### src/hw/rtl/hpa_pkg.sv
`timescale 1ns / 1ps

package hpa_pkg;

  // fixed point format of p-values, 1.0 = 2^23
  localparam int unsigned P_W = 24;
  localparam logic [P_W-1:0] ONE_FX = 24'h800000;

  // default capacity of the sorting chain
  localparam int unsigned MAX_TESTS_DEF = 64;

  // sequencer states
  typedef enum logic [1:0] {
    ST_LOAD = 2'd0,
    ST_MUL  = 2'd1,
    ST_SAT  = 2'd2,
    ST_OUT  = 2'd3
  } state_t;

  // command broadcast to every cell of the chain
  typedef struct packed {
    logic insert;
    logic shift;
    logic clear;
  } cell_cmd_t;

endpackage

### src/hw/rtl/hpa_cell.sv
`timescale 1ns / 1ps

module hpa_cell (
  input  logic                      clk,
  input  logic                      rst,
  input  hpa_pkg::cell_cmd_t        cmd,
  input  logic [hpa_pkg::P_W-1:0]   new_val,
  input  logic [hpa_pkg::P_W-1:0]   left_val,
  input  logic                      left_occ,
  input  logic [hpa_pkg::P_W-1:0]   right_val,
  input  logic                      right_occ,
  output logic [hpa_pkg::P_W-1:0]   val,
  output logic                      occ
);

  logic take_left;
  logic take_new;

  // insertion: larger values move one cell up, the new value lands in the gap
  assign take_left = left_occ && (left_val > new_val);
  assign take_new  = !take_left && ((occ && (val > new_val)) || (!occ && left_occ));

  // occupancy
  always_ff @(posedge clk) begin
    if (rst || cmd.clear) begin
      occ <= 1'b0;
    end else if (cmd.insert) begin
      if (take_left || take_new) begin
        occ <= 1'b1;
      end
    end else if (cmd.shift) begin
      occ <= right_occ;
    end
  end

  // stored value
  always_ff @(posedge clk) begin
    if (cmd.insert) begin
      if (take_left) begin
        val <= left_val;
      end else if (take_new) begin
        val <= new_val;
      end
    end else if (cmd.shift) begin
      val <= right_val;
    end
  end

endmodule

### config.mk
export PLATFORM = sky130hd
export DESIGN_NAME = hpa_cell
export DESIGN_NICKNAME = d
export VERILOG_FILES = /design/src/hw/rtl/hpa_pkg.sv /design/src/hw/rtl/hpa_cell.sv
export SDC_FILE = /design/constraint.sdc
export NUM_CORES = 1
export LEC_CHECK = 0
export BUFFER_PORTS_ARGS = -buffer_cell sky130_fd_sc_hd__buf_2
export CAP_MARGIN = 40
export CORE_MARGIN = 8
export CORE_UTILIZATION = 50
export DETAILED_ROUTE_END_ITERATION = 8
export PLACE_DENSITY_LB_ADDON = 0.25
export SYNTH_ARGS = -nofsm -noshare
export SYNTH_HDL_FRONTEND = slang
export SYNTH_SLANG_ARGS = --single-unit
### constraint.sdc
create_clock -name clk -period 5.4 [get_ports clk]
set_clock_uncertainty 0.15 [all_clocks]
set_input_delay 0.81 -clock clk [delete_from_list [all_inputs] [get_ports clk]]
set_output_delay 0.81 -clock clk [all_outputs]
set_load 0.01 [all_outputs]
# After elaboration in Yosys (flattened, before gate mapping)
# Index checks and enable logic that the tools add are counted.
# Widths: inputs -> output; s select.
[classes] n_addsub=0 n_mul=0 div_mod_pow=0 magnitude_cmp=2 n_eq_ne=2 n_shift=0 mux=7 n_bitwise=0 reduce_logical=12
[ops] op="$mux 24" count=4
[ops] op="$gt 24x24->1" count=2
[ops] op="$logic_and 1x1->1" count=4
[ops] op="$reduce_and 2->1" count=2
[ops] op="$logic_or 1x1->1" count=3
[ops] op="$mux 1" count=3
[ops] op="$ne 3x1->1 const B" count=1
[ops] op="$logic_not 1->1" count=2
[ops] op="$ne 2x1->1 const B" count=1
[ops] op="$reduce_bool 2->1" count=1
[totals] regBits=25 latchBits=0 mem_bits_rw=0 rom_bits=0 in_bits=79 output_inout_bits=25 n_memories=0

# Logic depth before layout (Yosys ltp)
[depth] word_depth=7 depth_mapped=9 mapped_depth_nobuf=8

# Worst setup path before layout
# OpenSTA, ideal clock, no wires.
[synth_timing] path_type="input to register" startpoint="in new_val[14] (netlist name)" endpoint="reg val[0] (netlist name), enable pin" setup_time_ns=0.444 t_arrival_ns=3.595 t_required_ns=4.806 path_slack_ns=1.212 cell_stages=6 path_buffers=0 cell_sequence="inv_1 -> ha_1 -> nand4_1 -> nor4_1 -> a2111oi_0 -> o32ai_1"
[synth_via] elab_chain_cells=6
[synth_rtl] element="start, declared" line="hpa_cell.sv:7" source="input logic [hpa_pkg::P_W-1:0] new_val,"
[synth_rtl] element="$gt 24x24->1 (on tied branches)" line="hpa_cell.sv:20, hpa_cell.sv:21"
[synth_rtl] element="$logic_and 1x1->1 (on tied branches)" line="hpa_cell.sv:20, hpa_cell.sv:21"
[synth_rtl] element="$logic_not 1->1 or $logic_or 1x1->1 (tied branches)" line="hpa_cell.sv:21" source="assign take_new = !take_left && ((occ && (val > new_val)) || (!occ && left_occ));"
[synth_rtl] element="$logic_and 1x1->1" line="hpa_cell.sv:21"
[synth_rtl] element="$ne 3x1->1 (no source line) *"
[synth_rtl] element="$reduce_and 2->1 (no source line) *"
[synth_rtl] element="end signal, assigned" line="hpa_cell.sv:40" source="val <= left_val;"
[synth_rtl] element="end signal, assigned" line="hpa_cell.sv:42" source="val <= new_val;"
[synth_rtl] element="end signal, assigned" line="hpa_cell.sv:45" source="val <= right_val;"
[synth_rtl] element="end, declared" line="hpa_cell.sv:12" source="output logic [hpa_pkg::P_W-1:0] val,"
# Mark *: on every way between the ends. The rest lies on a longest branch, timed or not.
# A chain may end at the register's enable or synchronous reset.

# Worst setup path in the final report
[layout_timing] startpoint="in new_val[14] (netlist name)" endpoint="reg val[19] (netlist name), enable pin"
# The elaborated chain is that of the path after synthesis.

==> impl_results.md <==
- Hold Crit Start: occ
- Pleak: 0.001574 uW
- I/O pins: 104
- Worst-margin pin slew: 0.7710 ns
- Share of cells above drive strength 1: 0.4324
- Commonest non-fill, non-tap cell in the layout: buf_2
- Root Driver: clkbuf_8
- Area delta synth->final: 23.70%
- Worst path slowest cell: o32ai_4
- Peak VDD IR: 0.1265 mV
- Min-delay worst type: register to register
- WP data arrival: 3.06 ns
- Number of synthesized register bits: 25
- Placed insts: 443
- Antenna Violating Nets Remaining: 0
- Vias per inst: 5.649
- Reg2reg end: val[19]
- Via count: 2525
- Cell Pwr Density: 198.9 nW/um2
- Detailed Place HPWL: 6.388 mm
- Synth warn: 0
- FF-to-FF setup slack: 2.40 ns
- Worst Setup Start Kind: input pin
- Nets: 505
- Clock transition at path regs: 0.10 ns
- Num CTS Buffers: 3
- Initial Util: 0.5197
- Core Area: 5140 um2
- Std-Cell Rows: 26
- Outcome: finished clean
- I/O Buffers: 103
- Period utilization: 0.5996
- WP depth: 8
- Netlist cell types: 44
- Final hold viol count: 0
- Pre-CTS setup slack: 1.886 ns
- WP buf/inv: 3
- Hold_buf cts: 0
- Fillers: 471
- Antenna Cells: 0
- Max Cap Viol: 0
- GRT Total Usage: 0.2002
- Max-slew violation count: 0
- Post-CTS Setup Repair Bufs: 0
- Syn Nets: 404
- Post-synthesis sequential area ratio: 0.2773
- Longest Clk Path Bufs: 2
- Slew HR: 0.4727
- Commonest non-fill, non-tap cells in the layout: buf_2, ha_1, or2_2, inv_1, edfxtp_1
- RSZ-0062 raised after global routing: false
- Final min period: 3.238 ns
- Cell Area, Synth: 2671 um2
- Kind of critical path: input pin to register
- Setup TNS: 0 ns
- Initial antenna violation count: 0
- Post-synthesis instance total: 277
- Clock sink count: 25
- CTS tree: yes
- Critical-path cell list: buf_2 > inv_1 > ha_1 > nand4_1 > nor4_1 > a2111oi_0 > o32ai_4 > buf_4
- First-pass GRT wire length: 12.46 mm
- Setup slack after layout: 2.162 ns
- Reg-to-reg startpoint: val[14]
- Final setup viols: 0
- Crit path largest cell delay: 0.52 ns
- Req. time, crit path: 5.22 ns
- Clock latency on the worst-skew pair: 0.28 ns
- Vias in the first global route: 2660
- Drt pass-1 iters: 4
- DIE WIDTH: 89.10 um
- Worst setup path startpoint: new_val[14]
- Synthesized area per cell: 9.644 um2
- Layout Cells excl Fill: 447
- Largest net degree at the start of global routing: 34
- Remaining routing DRC violations: 0
- Initial DRC count: 94
- Die Ht: 89.10 um
- Post-CTS resize count: 0
- Worst setup path endpoint: val[19]
- Hold Path Cell Cnt: 2
- Crit path max-delay family: compound AO/OA/AOI/OAI gates
- Post-synthesis async set-or-reset flop share: 0
- Total routed wirelength: 7.836 mm
- Fmax: 308.9 MHz
- GP Congestion: 0.7924
- Predominant post-synthesis flop cell: edfxtp_1
- Post-synth EDFFs: 24
- H-tree depth: 1
- Worst reg2reg path depth: 6
- Drt wl/cell: 17.53 um
- Total grt overflow: 0
- Setup crit end kind: register
- Die Area: 7938 um2
- CP Max Fanout: 17
[metal layers]
layer | up-vias | GRT usage | wire length (um)
met3 | 6 | 0.03401 | 633
met1 | 1171 | 0.2537 | 3284
li1 | 1242 | - | -
met2 | 106 | 0.3441 | 3854
met5 | - | 0 | 0
met4 | 0 | 0.04532 | 63
[sequential cells by signal, indices dropped and copies added, names as in the netlist]
register and flops:
val 24, occ 1
[cell type report]
cell class | count | area (um2) | share of cell area
inverters | 28 | 105.1 | 0.03181
repair buffers | 105 | 534.3 | 0.1617
well taps | 70 | 87.58 | 0.02651
multi-input cells | 215 | 1790 | 0.5418
clock inverters | 1 | 5.005 | 0.001515
flip-flops and latches | 25 | 740.7 | 0.2242
clock buffers | 3 | 41.29 | 0.01250
[Yosys cell counts (2+ instances only)]
library cell / count / share of area
a211oi_1: 2 / 0.0056
a21o_1: 3 / 0.0084
a21oi_1: 18 / 0.034
and4_1: 2 / 0.0066
buf_6: 2 / 0.0084
clkbuf_1: 5 / 0.0070
edfxtp_1: 24 / 0.27
ha_1: 48 / 0.22
inv_1: 28 / 0.039
nand2_1: 13 / 0.018
nand2b_1: 3 / 0.0070
nand3_1: 6 / 0.011
nand4_1: 8 / 0.019
nor2_1: 10 / 0.014
nor3_1: 2 / 0.0037
nor4_1: 2 / 0.0047
o211a_1: 2 / 0.0075
o21ai_0: 9 / 0.017
o221a_1: 22 / 0.093
or2_2: 44 / 0.10
[report_power, final]
group          internal [uW]  total, uW  switching, uW
combinational            119        269            150
clock                   51.9        120           68.1
sequential               251        268           17.2
[how the worst min path moves through the flow]
stage	slack (ns)	endpoint
4_1_cts	0.40	occ
6_report	0.39	occ
3_5_place_dp	0.38	occ
2_1_floorplan	0.38	occ
5_1_grt	0.42	occ
3_3_place_gp	0.37	occ
[cells by family after synthesis]
kind of cell             after synthesis  synth area share
AND/OR/NAND/NOR                       95            0.2061
AO/OA/AOI/OAI                         71            0.2286
buffers and inverters                 37           0.05948
flip-flops                            25            0.2773
multiplexers                           1          0.003747
adder cells (fa/ha/maj)               48            0.2248
[tightest hold or removal path: stages, from the launching register on]
cell and delay, ns:
dfxtp_1 0.34, nor2_1 0.11, nor4_1 0.05
[stage by stage]
stage                     power (uW)  hold WS, ns  instance area, um2  utilization
after global placement         529.2       0.3708                3247       0.6317
after CTS                      661.0       0.3952                3304       0.6429
after global routing           702.1       0.4198                3304       0.6429
after detailed placement       541.0       0.3761                3258       0.6339
after floorplan                432.0       0.3814                2671            -
final                          657.4       0.3866                3304       0.6429
Power figures use the tool's default switching activity.
